File: config.mk
export PLATFORM = sky130hd
export DESIGN_NAME = ascii_tlv_tag_extractor_unit_flat
export DESIGN_NICKNAME = d
export VERILOG_FILES = /design/src/sv/atte_pkg.sv /design/src/sv/atte_chan_if.sv /design/src/sv/atte_in_reg.sv /design/src/sv/atte_core.sv /design/src/sv/atte_out_reg.sv /design/src/sv/ascii_tlv_tag_extractor_unit.sv /design/src/flat_wrapper.sv
export VERILOG_INCLUDE_DIRS = /design/src /design/src/sv
export SDC_FILE = /design/constraint.sdc
export NUM_CORES = 1
export LEC_CHECK = 0
export BUFFER_PORTS_ARGS = -buffer_cell sky130_fd_sc_hd__clkbuf_2
export CAP_MARGIN = 20
export CORE_UTILIZATION = 66
export CTS_CLUSTER_SIZE = 40
export DETAILED_ROUTE_END_ITERATION = 10
export GPL_TIMING_DRIVEN = 0
export PLACE_DENSITY_LB_ADDON = 0.15
export SYNTH_ARGS = -nofsm -noshare
export SYNTH_HDL_FRONTEND = slang
export SYNTH_SLANG_ARGS = --single-unit
File: constraint.sdc
create_clock -name i_clk -period 7.1 [get_ports i_clk]
set_clock_uncertainty 0.05 [all_clocks]
set_input_delay 1.065 -clock i_clk [delete_from_list [all_inputs] [get_ports i_clk]]
set_output_delay 1.065 -clock i_clk [all_outputs]
set_load 0.05 [all_outputs]
File: src/sv/assert_macros.svh
// Assertion helpers for the RTL files; atte_core.sv includes them.
`ifndef ASSERT_MACROS_SVH
`define ASSERT_MACROS_SVH

// Checks a property on every rising clock edge outside reset.
`define ASSERT_CLK(label, clk, rst_n, prop, msg) \
    label: assert property (@(posedge clk) disable iff (!(rst_n)) (prop)) else $error(msg);

// Checks that a condition is never seen on a rising clock edge outside reset.
`define ASSERT_NEVER(label, clk, rst_n, cond, msg) \
    label: assert property (@(posedge clk) disable iff (!(rst_n)) !(cond)) else $error(msg);

`endif

File: src/sv/atte_pkg.sv
package atte_pkg;

    localparam int FIELD_DIGITS_DEF = 3;
    localparam int CHAR_W = 8;
    localparam int FIELD_W = 10;

    localparam logic [FIELD_W-1:0] FIELD_MAX = 10'd1023;
    localparam logic [CHAR_W-1:0] CHAR_ZERO = 8'h30;
    localparam logic [CHAR_W-1:0] CHAR_NINE = 8'h39;

    typedef struct packed {
        logic [CHAR_W-1:0] char_in;
        logic              end_of_message;
    } t_in_item;

    typedef struct packed {
        logic [CHAR_W-1:0] value_byte;
        logic              byte_valid;
        logic              search_done;
        logic              status;
    } t_out_item;

    typedef struct packed {
        logic [FIELD_W-1:0] target_tag;
    } t_cfg_item;

    // What the parser produces for one character.
    typedef struct packed {
        logic      emit;
        t_out_item item;
    } t_step_res;

endpackage

File: src/sv/atte_chan_if.sv
interface atte_chan_if #(
    parameter type T = logic
) ();
    logic valid;
    logic ready;
    T     payload;

    modport source(output valid, output payload, input ready);
    modport sink(input valid, input payload, output ready);
endinterface

File: src/sv/atte_in_reg.sv
module atte_in_reg (
    input  logic                i_clk,
    input  logic                i_rst_n,
    atte_chan_if.sink           i_in_chan,
    input  logic                i_take,
    output logic                o_valid,
    output atte_pkg::t_in_item  o_item
);

    logic               r_valid;
    atte_pkg::t_in_item r_item;

    // The register refills in the same cycle its beat moves on.
    assign i_in_chan.ready = !r_valid || i_take;
    assign o_valid = r_valid;
    assign o_item = r_item;

    always_ff @(posedge i_clk) begin
        if (!i_rst_n) begin
            r_valid <= 1'b0;
        end else if (i_in_chan.ready) begin
            r_valid <= i_in_chan.valid;
        end
        if (i_in_chan.valid && i_in_chan.ready) begin
            r_item <= i_in_chan.payload;
        end
    end

endmodule

File: src/sv/atte_core.sv
`include "assert_macros.svh"

module atte_core #(
    parameter int FIELD_DIGITS = atte_pkg::FIELD_DIGITS_DEF
) (
    input  logic                i_clk,
    input  logic                i_rst_n,
    input  logic                i_cfg_wr,
    input  atte_pkg::t_cfg_item i_cfg,
    input  logic                i_step,
    input  atte_pkg::t_in_item  i_item,
    output atte_pkg::t_step_res o_res
);

    localparam int FD_EFF = (FIELD_DIGITS < 1) ? 1 : FIELD_DIGITS;
    localparam int DC_W = (FD_EFF > 1) ? $clog2(FD_EFF) : 1;
    localparam logic [DC_W-1:0] DC_LAST = DC_W'(FD_EFF - 1);

    typedef enum logic [1:0] {
        PH_TAG,
        PH_LEN,
        PH_VAL,
        PH_SKIP
    } t_phase;

    typedef struct packed {
        logic                         stopped;
        logic [atte_pkg::FIELD_W-1:0] acc;
    } t_digit;

    function automatic t_digit take_digit(
        input logic [atte_pkg::FIELD_W-1:0] acc,
        input logic [atte_pkg::CHAR_W-1:0]  c,
        input logic                         stopped
    );
        t_digit     res;
        logic [13:0] prod;
        res.stopped = stopped;
        res.acc = acc;
        prod = {1'b0, acc, 3'b000} + {3'b000, acc, 1'b0} + {10'd0, c[3:0]};
        if (stopped || c < atte_pkg::CHAR_ZERO || c > atte_pkg::CHAR_NINE) begin
            res.stopped = 1'b1;
        end else if (prod > 14'(atte_pkg::FIELD_MAX)) begin
            res.acc = atte_pkg::FIELD_MAX;
        end else begin
            res.acc = prod[atte_pkg::FIELD_W-1:0];
        end
        return res;
    endfunction

    t_phase                       r_phase, n_phase;
    logic [DC_W-1:0]              r_dc, n_dc;
    logic [atte_pkg::FIELD_W-1:0] r_tag, n_tag;
    logic [atte_pkg::FIELD_W-1:0] r_len, n_len;
    logic                         r_stopped, n_stopped;
    logic                         r_matched, n_matched;
    logic [atte_pkg::FIELD_W-1:0] r_target;

    t_digit                       dig;
    logic [atte_pkg::FIELD_W-1:0] len_dec;
    logic                         field_last;
    logic                         eom;
    logic                         emit, valid, done, notfound;
    logic [atte_pkg::CHAR_W-1:0]  byte_out;

    assign eom = i_item.end_of_message;
    assign field_last = (r_dc == DC_LAST);
    assign dig = take_digit((r_phase == PH_TAG) ? r_tag : r_len, i_item.char_in, r_stopped);
    assign len_dec = (r_len != '0) ? r_len - 1'b1 : r_len;

    always_comb begin
        n_phase = r_phase;
        n_dc = r_dc;
        n_tag = r_tag;
        n_len = r_len;
        n_stopped = r_stopped;
        n_matched = r_matched;
        emit = 1'b0;
        valid = 1'b0;
        done = 1'b0;
        notfound = 1'b0;
        byte_out = '0;

        unique case (r_phase)
            PH_TAG: begin
                n_tag = dig.acc;
                n_stopped = dig.stopped;
                if (field_last) begin
                    n_matched = (dig.acc == r_target);
                    n_phase = PH_LEN;
                    n_dc = '0;
                    n_stopped = 1'b0;
                    n_len = '0;
                end else begin
                    n_dc = r_dc + 1'b1;
                end
            end
            PH_LEN: begin
                n_len = dig.acc;
                n_stopped = dig.stopped;
                if (field_last) begin
                    n_dc = '0;
                    n_stopped = 1'b0;
                    if (dig.acc == '0) begin
                        if (r_matched) begin
                            emit = 1'b1;
                            done = 1'b1;
                        end else begin
                            n_phase = PH_TAG;
                            n_tag = '0;
                        end
                    end else begin
                        n_phase = PH_VAL;
                        if (r_matched && eom) begin
                            emit = 1'b1;
                            done = 1'b1;
                        end
                    end
                end else begin
                    n_dc = r_dc + 1'b1;
                end
            end
            PH_VAL: begin
                n_len = len_dec;
                if (r_matched) begin
                    emit = 1'b1;
                    valid = 1'b1;
                    byte_out = i_item.char_in;
                    done = (len_dec == '0) || eom;
                end else if (len_dec == '0) begin
                    n_phase = PH_TAG;
                    n_dc = '0;
                    n_stopped = 1'b0;
                    n_tag = '0;
                    n_matched = 1'b0;
                end
            end
            PH_SKIP: begin
            end
            default: begin
            end
        endcase

        // A message that ends with the search still open reports not found.
        if (eom && !done && r_phase != PH_SKIP) begin
            emit = 1'b1;
            done = 1'b1;
            notfound = 1'b1;
            valid = 1'b0;
            byte_out = '0;
        end

        if (eom) begin
            n_phase = PH_TAG;
            n_dc = '0;
            n_stopped = 1'b0;
            n_tag = '0;
            n_len = '0;
            n_matched = 1'b0;
        end else if (done) begin
            n_phase = PH_SKIP;
        end
    end

    assign o_res.emit = emit;
    assign o_res.item.value_byte = byte_out;
    assign o_res.item.byte_valid = valid;
    assign o_res.item.search_done = done;
    assign o_res.item.status = notfound;

    always_ff @(posedge i_clk) begin
        if (!i_rst_n) begin
            r_phase <= PH_TAG;
            r_dc <= '0;
            r_tag <= '0;
            r_len <= '0;
            r_stopped <= 1'b0;
            r_matched <= 1'b0;
            r_target <= '0;
        end else begin
            if (i_step) begin
                r_phase <= n_phase;
                r_dc <= n_dc;
                r_tag <= n_tag;
                r_len <= n_len;
                r_stopped <= n_stopped;
                r_matched <= n_matched;
            end
            if (i_cfg_wr) begin
                r_target <= i_cfg.target_tag;
            end
        end
    end

    `ASSERT_CLK(a_skip_silent, i_clk, i_rst_n, (i_step && r_phase == PH_SKIP) |-> !o_res.emit, "result produced after the search ended")
    `ASSERT_CLK(a_notfound_empty, i_clk, i_rst_n, (o_res.emit && o_res.item.status) |-> (o_res.item.search_done && !o_res.item.byte_valid), "not-found result carries a value byte")
    `ASSERT_CLK(a_done_parks, i_clk, i_rst_n, (i_step && o_res.item.search_done && !eom) |=> (r_phase == PH_SKIP), "search ended but parser still scanning")

endmodule

File: src/sv/atte_out_reg.sv
module atte_out_reg (
    input  logic                i_clk,
    input  logic                i_rst_n,
    input  logic                i_load,
    input  atte_pkg::t_out_item i_item,
    output logic                o_can_load,
    atte_chan_if.source         o_out_chan
);

    logic                r_valid;
    atte_pkg::t_out_item r_item;

    assign o_can_load = !r_valid || o_out_chan.ready;
    assign o_out_chan.valid = r_valid;
    assign o_out_chan.payload = r_item;

    always_ff @(posedge i_clk) begin
        if (!i_rst_n) begin
            r_valid <= 1'b0;
        end else if (i_load) begin
            r_valid <= 1'b1;
        end else if (o_out_chan.ready) begin
            r_valid <= 1'b0;
        end
        if (i_load) begin
            r_item <= i_item;
        end
    end

endmodule

File: src/sv/ascii_tlv_tag_extractor_unit.sv
// A character waits in the input register; its result is offered from the output register.
// Throughput: one character per cycle, stalls aside; the parser steps once per character.
// A character whose result finds the output register still held waits in the input register.
// Reset (i_rst_n low, synchronous) empties both registers, sets the target tag to 0
// and puts the parser at the start of a tag field.
module ascii_tlv_tag_extractor_unit #(
    parameter int FIELD_DIGITS = atte_pkg::FIELD_DIGITS_DEF
) (
    input  logic        i_clk,
    input  logic        i_rst_n,
    atte_chan_if.sink   i_in_chan,
    atte_chan_if.sink   i_cfg_chan,
    atte_chan_if.source o_out_chan
);

    logic                item_valid;
    atte_pkg::t_in_item  item;
    atte_pkg::t_step_res res;
    logic                can_load;
    logic                take;

    // A character with no result moves on even while the output is held.
    assign take = item_valid && (!res.emit || can_load);
    assign i_cfg_chan.ready = 1'b1;

    atte_in_reg u_in_reg (
        .i_clk     (i_clk),
        .i_rst_n   (i_rst_n),
        .i_in_chan (i_in_chan),
        .i_take    (take),
        .o_valid   (item_valid),
        .o_item    (item)
    );

    atte_core #(
        .FIELD_DIGITS (FIELD_DIGITS)
    ) u_core (
        .i_clk    (i_clk),
        .i_rst_n  (i_rst_n),
        .i_cfg_wr (i_cfg_chan.valid),
        .i_cfg    (i_cfg_chan.payload),
        .i_step   (take),
        .i_item   (item),
        .o_res    (res)
    );

    atte_out_reg u_out_reg (
        .i_clk      (i_clk),
        .i_rst_n    (i_rst_n),
        .i_load     (take && res.emit),
        .i_item     (res.item),
        .o_can_load (can_load),
        .o_out_chan (o_out_chan)
    );

endmodule
File: src/flat_wrapper.sv
// flat-port wrapper written by rule: the top's interface ports become plain ports
module ascii_tlv_tag_extractor_unit_flat 
#(
    parameter int FIELD_DIGITS = atte_pkg::FIELD_DIGITS_DEF
)
  (i_clk, i_rst_n, i_in_chan_valid, i_in_chan_payload, i_in_chan_ready, i_cfg_chan_valid, i_cfg_chan_payload, i_cfg_chan_ready, o_out_chan_valid, o_out_chan_payload, o_out_chan_ready);
  atte_chan_if i_in_chan_i ();
  atte_chan_if i_cfg_chan_i ();
  atte_chan_if o_out_chan_i ();
  input  logic i_clk;
  input  logic i_rst_n;
  input wire logic [$bits(i_in_chan_i.valid)-1:0] i_in_chan_valid;
  input wire logic [$bits(i_in_chan_i.payload)-1:0] i_in_chan_payload;
  output wire logic [$bits(i_in_chan_i.ready)-1:0] i_in_chan_ready;
  input wire logic [$bits(i_cfg_chan_i.valid)-1:0] i_cfg_chan_valid;
  input wire logic [$bits(i_cfg_chan_i.payload)-1:0] i_cfg_chan_payload;
  output wire logic [$bits(i_cfg_chan_i.ready)-1:0] i_cfg_chan_ready;
  output wire logic [$bits(o_out_chan_i.valid)-1:0] o_out_chan_valid;
  output wire logic [$bits(o_out_chan_i.payload)-1:0] o_out_chan_payload;
  input wire logic [$bits(o_out_chan_i.ready)-1:0] o_out_chan_ready;
  assign i_in_chan_i.valid = i_in_chan_valid;
  assign i_in_chan_i.payload = i_in_chan_payload;
  assign i_in_chan_ready = i_in_chan_i.ready;
  assign i_cfg_chan_i.valid = i_cfg_chan_valid;
  assign i_cfg_chan_i.payload = i_cfg_chan_payload;
  assign i_cfg_chan_ready = i_cfg_chan_i.ready;
  assign o_out_chan_valid = o_out_chan_i.valid;
  assign o_out_chan_payload = o_out_chan_i.payload;
  assign o_out_chan_i.ready = o_out_chan_ready;
  ascii_tlv_tag_extractor_unit #(.FIELD_DIGITS(FIELD_DIGITS)) u_core (.i_clk(i_clk), .i_rst_n(i_rst_n), .i_in_chan(i_in_chan_i), .i_cfg_chan(i_cfg_chan_i), .o_out_chan(o_out_chan_i));
endmodule
After elaboration in Yosys (flattened, before gate mapping)
Index checks and enable logic that the tools add are counted.
W data, S select, Z words.
- mux-type cells: 39
- equal/unequal tests: 16
- reductions and logical operators: 29
- add/subtract/negate cells: 2
- operators by type and width (kind ; number):
    $mux W10 ; 10
    $pmux W10 S3 ; 2
    $logic_not A10 Y1 ; 2
    $mux W2 ; 10
    $ne A3 B2 Y1 const B ; 6
    $ne A4 B3 Y1 const B ; 4
    $reduce_and A7 Y1 ; 2
    $mux W1 ; 12
    $eq A10 B1 Y1 ; 1
    $reduce_bool A10 Y1 ; 1
    $sub A10 B1 Y10 const B ; 1
    $logic_and A1 B1 Y1 ; 6
    $pmux W1 S2 ; 3
    $pmux W2 S3 ; 1
    $reduce_and A3 Y1 ; 2
    $reduce_bool A3 Y1 ; 2
    $ne A5 B4 Y1 const B ; 1
    $reduce_bool A5 Y1 ; 1
    $eq A2 B2 Y1 const B ; 2
    $logic_not A1 Y1 ; 4
    $logic_or A1 B1 Y1 ; 4
    $pmux W2 S2 ; 1
    $reduce_and A4 Y1 ; 1
    $reduce_bool A4 Y1 ; 1
    other kinds (6) ; 6
- word-level logic and storage cells: 96
- flip-flop bits (word level): 30
- bits of input ports: 7
- output and inout port bits: 4

Depth between registers and ports, before layout
Gate-level depths: netlist of run 1.
- word-level depth: 15
- mapped depth: 12
- mapped depth without buffers: 9

Hierarchy
From an unflattened synthesis of run 1, not the netlist that was laid out.
- cell total of the unflattened synthesis: 449
- area, all modules: 3634.7 um^2
- modules (own cells, without submodules) (module ; seq. area each (um^2) ; cells an instance ; instances ; area an instance (um^2)):
    atte_core ; 720.7 ; 423 ; 1 ; 3370.7
    atte_in_reg ; 50.0 ; 15 ; 1 ; 151.4
    atte_out_reg ; 50.0 ; 5 ; 1 ; 78.8
    ascii_tlv_tag_extractor_unit ; 0.0 ; 6 ; 1 ; 33.8

Worst setup path before layout of run 1
Ideal clock, no wire load.
- path kind: reg2out
- start point: reg u_core.u_core.r_phase[0]
- end point: out i_in_chan_ready
- path slack: 3.633 ns
- stages on the path, launching flop included: 11
- data required time: 5.985 ns
- buffers on the path: 1
- arrival: 2.352 ns
- cells stage by stage: dfxtp_1 > inv_1 > ha_1 > buf_2 > or4b_1 > nor4_1 > o2111a_1 > o21ai_0 > o21ai_0 > and3_1 > inv_1
- longest elaborated chain between the ends: 14
- elaborated cells between the ends (all ways): 18
- those cells by class: eq/ne: 3; mux: 6; reduce/logical: 9
- ends and longest elaborated chain (item ; RTL line ; source):
    start, declared ; atte_core.sv:51 ; t_phase r_phase, n_phase;
    start signal, assigned ; atte_core.sv:182 ; r_phase <= n_phase;
    $logic_not A2 Y1 ; atte_core.sv:68 ; assign dig = take_digit((r_phase == PH_TAG) ? r_tag : r_len, i_item.char_in, r_stopped);
    $mux W10 ; atte_core.sv:68 ;
    $logic_not A10 Y1 ; atte_core.sv:104 ; if (dig.acc == '0) begin
    $mux W1 ; atte_core.sv:104 ;
    $mux W1 ; atte_core.sv:101 ; if (field_last) begin
    $pmux W1 S2 ; atte_core.sv:84 ; unique case (r_phase)
    $logic_not A1 Y1 ; atte_core.sv:145 ; if (eom && !done && r_phase != PH_SKIP) begin
    $logic_and A1 B1 Y1 (2 in a row) ; atte_core.sv:145 ;
    $mux W1 * ; atte_core.sv:145 ;
    $logic_not A1 Y1 * ; ascii_tlv_tag_extractor_unit.sv:23 ; assign take = item_valid && (!res.emit || can_load);
    $logic_or A1 B1 Y1 * ; ascii_tlv_tag_extractor_unit.sv:23 ;
    $logic_and A1 B1 Y1 * ; ascii_tlv_tag_extractor_unit.sv:23 ;
    $logic_or A1 B1 Y1 * ; atte_in_reg.sv:14 ; assign i_in_chan.ready = !r_valid || i_take;
    end, declared ; flat_wrapper.sv:14 ; output wire logic [$bits(i_in_chan_i.ready)-1:0] i_in_chan_ready;
Every way passes the cells marked *; elsewhere a longest branch is shown, timed or not.

Final worst setup path of run 1
Same ends and word-level chain as after synthesis.

==> results.md, run 1 <==
* RSZ-0062 raised after global routing: false
* Initial Utilization at 69.5%
* Initial antenna violation count at 0
* ANT nets after route at 0
* Critical Path End Type: output port
* Postcts setup bufs at 0
* Internal power at 0.274 mW
* Final layout net count at 301
* Clk pwr share at 32.1%
* Hold-fix buffers at CTS at 0
* Syn Nets at 285
* DRT Wirelength at 5450 um
* Post-synth top area cell: dfxtp_1
* Register area at 621 sq um
* Wirelength per Cell at 16.4 um
* Die area at 3450 sq um
* Sequential cell area fraction in the yosys report at 29.2%
* GPL Wtd Cong at 0.925
* Period Utilization, post-route at 61.9%
* Sequential Power Share at 43.6%
* Leak at 0.924 nW
* CTS Buf Count at 5
* Total negative setup slack at 0 ns
* DR vias/cell at 6.34
* Yosys top cell area share at 26.4%
* PD cells at 177 nW/um^2
* GRT Residual Overflow at 0
* Synth warnings at 0
* Setup crit start kind: flop
* Sw frac at 32.7%
* Final Setup Violations at 0
* H-tree depth at 2
* # clock sinks at 30
* Routed via count at 2105
* Post-synthesis cell area at 2120 sq um
* Rows at 20
* Clock slew at reported path FFs at 0.10 ns
* Num ports at 11
* CP Class: flop to output port
* CP max FO at 7
* Multi-input gate area at 1340 sq um
* Worst EP arrival at 3.28 ns
* Worst min path class: flop to flop
* IO Port Bufs at 9
* Worst path bufs/invs at 4
* DP Area at 2220 sq um
* DP Wirelength at 3880 um
* Synth Register Bits at 30
* Peak Freq at 227 MHz
* Synth unique cells at 63
* Overall power at 0.407 mW
* CP max stage delay at 0.56 ns
* Area Overhead vs Synth at 8.43%
* Worst Tran Pin Value at 0.772 ns
* Final instance area at 2300 sq um
* Gate family responsible for the most delay along the worst path: simple AND/OR/NAND/NOR gates
* Fin util at 75.4%
* Switching pwr at 0.133 mW
* Largest net degree at the start of global routing at 11
* First-pass GRT wire length at 8690 um
* Largest cells by area after synthesis: dfxtp_1 (26%), mux2i_1 (6.6%), nand2_1 (5.8%)
* Bufs on Longest Clock Path at 2
* Synth Flop Type: dfxtp_1
* Slew HR at 48.0%
* Vias in the first global route at 1821
* Worst path slowest cell: nor4_1
* Final hold slack at 0.423 ns
* Gates resized, CTS repair at 0
* Initial DRT Pass Iterations at 7
* Total track usage at 33.7%
* Fill cells at 241
* Endpoints failing hold at 0
* Mapped Cells at 271
* Residual DRC at 0
* Iter 0 DRT Violations at 180
* Die W at 58.7 um
* Pins Over Slew Limit at 0
* Crit-path cells: inv_1 > ha_1 > buf_2 > or4b_1 > nor4_1 > o2111a_1 > o21ai_0 > o21ai_0 > and3_1 > inv_1 > clkbuf_2
* Post-synth EDFFs at 2
* Die Ht at 58.7 um
* Number of diodes at 0
* Outcome: completed
* Avg Cell Area, Syn at 7.84 sq um
* Core area at 3050 sq um
* Layout cells sized above 1 at 16.0%
* Fraction of registers with async set/reset at 0%
* Max_cap viols at 0
* Max VDD drop at 0.000147 V
* CTS tree: built
* Comb pwr share at 24.3%
* Clock root cell: clkbuf_4
* Critical Path RT at 5.98 ns
* Latest clock arrival within the worst-skew pair at 0.35 ns
* Tmin final at 4.40 ns
## cells in the final DEF (no fill, tap or decap), types with 3 or more instances in the layout
cell | netlist | routed
a21oi_1 | 23 | 23
and2_1 | 3 | 3
buf_2 | 5 | 5
buf_6 | 3 | 3
clkbuf_1 | 7 | 7
clkbuf_2 | 0 | 9
clkbuf_4 | 1 | 6
clkbuf_8 | 1 | 4
dfxtp_1 | 28 | 28
ha_1 | 7 | 7
inv_1 | 11 | 11
mux2i_1 | 14 | 14
nand2_1 | 33 | 33
nand3_1 | 5 | 5
nor2_1 | 26 | 26
nor2b_1 | 3 | 3
nor3_1 | 6 | 6
nor3b_1 | 3 | 3
nor4_1 | 6 | 6
o21ai_0 | 16 | 16
o22ai_1 | 4 | 4
or3_1 | 7 | 7
or3b_2 | 3 | 3
or4_1 | 3 | 3
## power by group through the flow
stage	clock network, mW	registers, mW	logic [mW]
global route	0.140	0.178	0.107
global placement	0	0.181	0.0940
CTS	0.133	0.177	0.0960
finish	0.130	0.177	0.0989
floorplan	0	0.182	0.0707
detailed placement	0	0.181	0.0948
## through the flow
stage,setup slack (ns),std cells
after CTS,2.75,332
after global routing,2.44,332
final,2.70,332
after global placement,3.16,324
after detailed placement,3.16,324
after floorplan,3.63,271
## worst reg2reg max path: cells and delay by family, from the launching register on
family,cells,cell delay [ns]
AOI/OAI and AO/OA,4,1.16
DFF,1,0.36
buffers and inverters,2,0.31
adders and majority gates,1,0.15
and+or+nand+nor,3,1.31
## path summary, 6_finish.rpt
path / from / to / slack, ns / cells past startpoint
setup / recovery: u_core.u_core.r_phase[0] / i_in_chan_ready / 2.70 / 11
hold reg to reg: u_core.u_core.r_tag[5] / u_core.u_core.r_tag[5] / 0.42 / 2
hold / removal: u_core.u_core.r_tag[5] / u_core.u_core.r_tag[5] / 0.42 / 2
setup reg to reg: u_core.u_core.r_phase[0] / u_core.u_core.r_tag[0] / 3.63 / 10
## routing by layer
metal  track usage, %  routed length, um  part of all wire [%]
met5                0                  0                     0
met3             7.25                570                    10
met1             47.8               2420                    44
met4             16.3                150                   2.8
met2             48.2               2300                    42
## flip-flops by register name, indices dropped and copies added (netlist names)
signal                               cells
u_core.u_core.r_len                     10
u_core.u_core.r_tag                     10
u_core.u_core.r_dc                       2
u_core.u_core.r_phase                    2
u_core.u_core.r_matched                  1
u_core.u_core.r_target                   1
u_core.u_in_reg.o_item                   1
u_core.u_in_reg.o_valid                  1
u_core.u_out_reg.o_out_chan.payload      1
u_core.u_out_reg.o_out_chan.valid        1
## synth_stat cells (2+ instances only)
| cell type | count |
|---|---|
| nand3b_1 | 2 |
| or3b_2 | 3 |
| nand4_1 | 2 |
| nand2_1 | 33 |
| a221oi_1 | 2 |
| clkbuf_1 | 7 |
| nor2_1 | 26 |
| nor3b_1 | 3 |
| o22ai_1 | 4 |
| a21oi_1 | 23 |
| o32ai_1 | 2 |
| a21o_1 | 2 |
| ha_1 | 7 |
| edfxtp_1 | 2 |
| o31ai_2 | 2 |
| nor3_1 | 6 |
| dfxtp_1 | 28 |
| o2111a_1 | 2 |
| and2_1 | 3 |
| a211o_1 | 2 |
| o21a_1 | 2 |
| nor4_1 | 6 |
| inv_1 | 11 |
| and2_2 | 2 |
| or4_1 | 3 |
| nand3_1 | 5 |
| o21ai_0 | 16 |
| mux2i_1 | 14 |
| o21ai_2 | 2 |
| a21boi_0 | 2 |
| buf_2 | 5 |
| or3_1 | 7 |
| buf_6 | 3 |
| nor2b_1 | 3 |
## area by class of cell
cell class / instances / share of cell area, %
flip-flops and latches: 30 / 27.0
plain buffers: 19 / 5.11
clock buffers: 8 / 3.42
inverters: 12 / 1.96
multi-input cells: 210 / 58.2
repair buffers: 9 / 1.96
well taps: 44 / 2.39
## cells by family after synthesis
kind of cell / synth area share, %
other: 0.177
muxes: 7.13
and+or+nand+nor: 27.7
AOI/OAI and AO/OA: 23.2
adders and majority gates: 4.12
xor gates and xnor gates: 0.825
buffers and inverters: 7.66
DFF: 29.2
(Power assumes the default switching activity.)
==> run 2, diff against run 1 <==
--- a/config.mk
+++ b/config.mk
@@ -8,7 +8,7 @@
 export LEC_CHECK = 0
 export BUFFER_PORTS_ARGS = -buffer_cell sky130_fd_sc_hd__clkbuf_2
 export CAP_MARGIN = 20
-export CORE_UTILIZATION = 66
+export CORE_UTILIZATION = 61
 export CTS_CLUSTER_SIZE = 40
 export DETAILED_ROUTE_END_ITERATION = 10
 export GPL_TIMING_DRIVEN = 0
==> constraint.sdc (replaced) <==
create_clock -name i_clk -period 4.2 [get_ports i_clk]
set_clock_uncertainty 0.05 [all_clocks]
set_input_delay 0.63 -clock i_clk [delete_from_list [all_inputs] [get_ports i_clk]]
set_output_delay 0.63 -clock i_clk [all_outputs]
set_load 0.05 [all_outputs]
==> run 2 against run 1 <==
Sequential share of layout area is 0.35 points lower. First-iteration DRC count is 21% lower. Non-clock buffer count stayed put. Setup slack worse by 2.4 ns. Register-to-register slack worse by 2.8 ns. Die area is 7.9% higher. Total power is 85% higher. Critical path type unchanged.
==> results.md, run 2 (synthesized netlist as in run 1, its figures left out) <==
* FF-to-FF path depth at 10
* CTS Buf Count at 5
* Worst min path class: flop to flop
* CP max FO at 7
* Layout cells sized above 1 at 16.0%
* Endpoints failing hold at 0
* Critical Path RT at 3.52 ns
* Final Setup Violations at 0
* RSZ-0062 raised after global routing: false
* Worst Tran Pin Value at 0.738 ns
* Postcts setup bufs at 0
* Iter 0 DRT Violations at 142
* Setup crit start kind: flop
* CTS tree: built
* Biggest regs: u_core.u_core.r_len: 10 flops, u_core.u_core.r_tag: 10 flops
* FF-to-FF setup slack at 0.80 ns
* Die W at 61 um
* Worst path slowest cell: nor4_1
* Residual DRC at 0
* GPL Wtd Cong at 0.894
* Die Ht at 61 um
* Post-Place Worst Slack at 0.658 ns
* Multi-input gate area at 1340 sq um
* Initial antenna violation count at 0
* Reg-to-reg endpoint: u_core.u_core.r_tag[0]
* Clock root cell: clkbuf_4
* Worst Setup Slack, final at 0.273 ns
* Register area at 621 sq um
* PD cells at 323 nW/um^2
* Peak Freq at 255 MHz
* Total track usage at 31.2%
* Wirelength per Cell at 15.6 um
* Tmin final at 3.93 ns
* Max_cap viols at 0
* DP Wirelength at 3770 um
* Vias in the first global route at 1764
* Initial Utilization at 63.6%
* Leading cell types in the layout, fill and taps excluded: nand2_1 (33), dfxtp_1 (28), nor2_1 (26), a21oi_1 (23), o21ai_0 (16)
* Area Overhead vs Synth at 9.84%
* Bufs on Longest Clock Path at 2
* CP max stage delay at 0.58 ns
* Largest net degree at the start of global routing at 11
* Num ports at 11
* CP Class: flop to output port
* Crit-path cells: inv_1 > ha_1 > buf_2 > or4b_1 > nor4_1 > o2111a_1 > o21ai_0 > o21ai_0 > and3_1 > inv_1 > clkbuf_2
* ANT nets after route at 0
* Fill cells at 303
* Period Utilization, post-route at 93.5%
* Worst path bufs/invs at 4
* Outcome: completed
* Worst Setup EP: i_in_chan_ready
* Critical Path End Type: output port
* DRT Wirelength at 5210 um
* Hold-fix buffers at CTS at 0
* Rows at 21
* Worst r2r src: u_core.u_core.r_phase[1]
* WP depth at 11
* Leak at 0.936 nW
* H-tree depth at 2
* Latest clock arrival within the worst-skew pair at 0.33 ns
* Clock slew at reported path FFs at 0.11 ns
* Total negative setup slack at 0 ns
* Die area at 3720 sq um
* Most common cell after layout, fill and taps aside: nand2_1
* CP startpoint: u_core.u_core.r_phase[1]
* Core area at 3340 sq um
* Pins Over Slew Limit at 0
* Final hold slack at 0.410 ns
* IO Port Bufs at 9
* Number of diodes at 0
* First-pass GRT wire length at 8350 um
* GRT Residual Overflow at 0
* Worst EP arrival at 3.25 ns
* Routed via count at 2033
* DR vias/cell at 6.09
* Gates resized, CTS repair at 0
* Max VDD drop at 0.000248 V
* Initial DRT Pass Iterations at 4
* Gate family responsible for the most delay along the worst path: simple AND/OR/NAND/NOR gates
* Slew HR at 50.3%
* # clock sinks at 30
* Final layout net count at 301
* Hold_sp: u_core.u_core.r_tag[3]
-- run 2: cell count changes in the layout (fill, tap and decap cells not counted), sizes merged --
cell,change
clkbuf,-1
bufinv,+1
-- run 2: worst min-delay path by stage --
stage	to	slack [ns]	cells past startpoint
final	u_core.u_core.r_tag[3]	0.41	2
after global placement	u_core.u_core.r_tag[3]	0.39	2
after CTS	u_core.u_core.r_tag[3]	0.41	2
after floorplan	u_core.u_core.r_tag[8]	0.37	2
after detailed placement	u_core.u_core.r_tag[3]	0.39	2
after global routing	u_core.u_in_reg.o_item[0]	0.41	1
-- run 2: report_power, final --
part           switching [mW]  internal [mW]  total (mW)
Combinational           0.111         0.0548       0.166
Sequential            0.00584          0.294       0.300
Clock                   0.109          0.178       0.287
Total                   0.227          0.526       0.753
-- run 2: metal layers --
metal,wire length (um),global-route usage (%),vias up,part of all wire (%)
li1,-,-,1015,-
met1,2490,44.4,936,48
met2,2270,45.2,76,44
met3,395,9.81,6,7.6
met4,59,9.09,0,1.1
met5,0,0,-,0
-- run 2: per-stage QoR --
stage / std cells / instance area (sq um) / power [mW] / utilization (%)
global placement: 326 / 2230 / 0.466 / 66.7
finish: 334 / 2330 / 0.753 / 69.9
CTS: 334 / 2330 / 0.752 / 69.9
floorplan: 271 / 2120 / 0.427 / -
global route: 334 / 2330 / 0.788 / 69.9
detailed placement: 326 / 2230 / 0.468 / 66.7
-- run 2: final cells by class --
| type | count | share of cell area, % |
|---|---|---|
| sequential | 30 | 26.6 |
| inverter | 12 | 1.93 |
| tap | 46 | 2.47 |
| multi-input combinational | 210 | 57.5 |
| buffer | 19 | 5.04 |
| clock buffer | 7 | 3.27 |
| clock inverter | 1 | 1.29 |
| timing repair buffer | 9 | 1.93 |
-- run 2: worst min-delay path, stage by stage, from the launching register on --
cell     delay [ns]
dfxtp_1        0.34
nand2_1        0.06
nor2_1         0.03
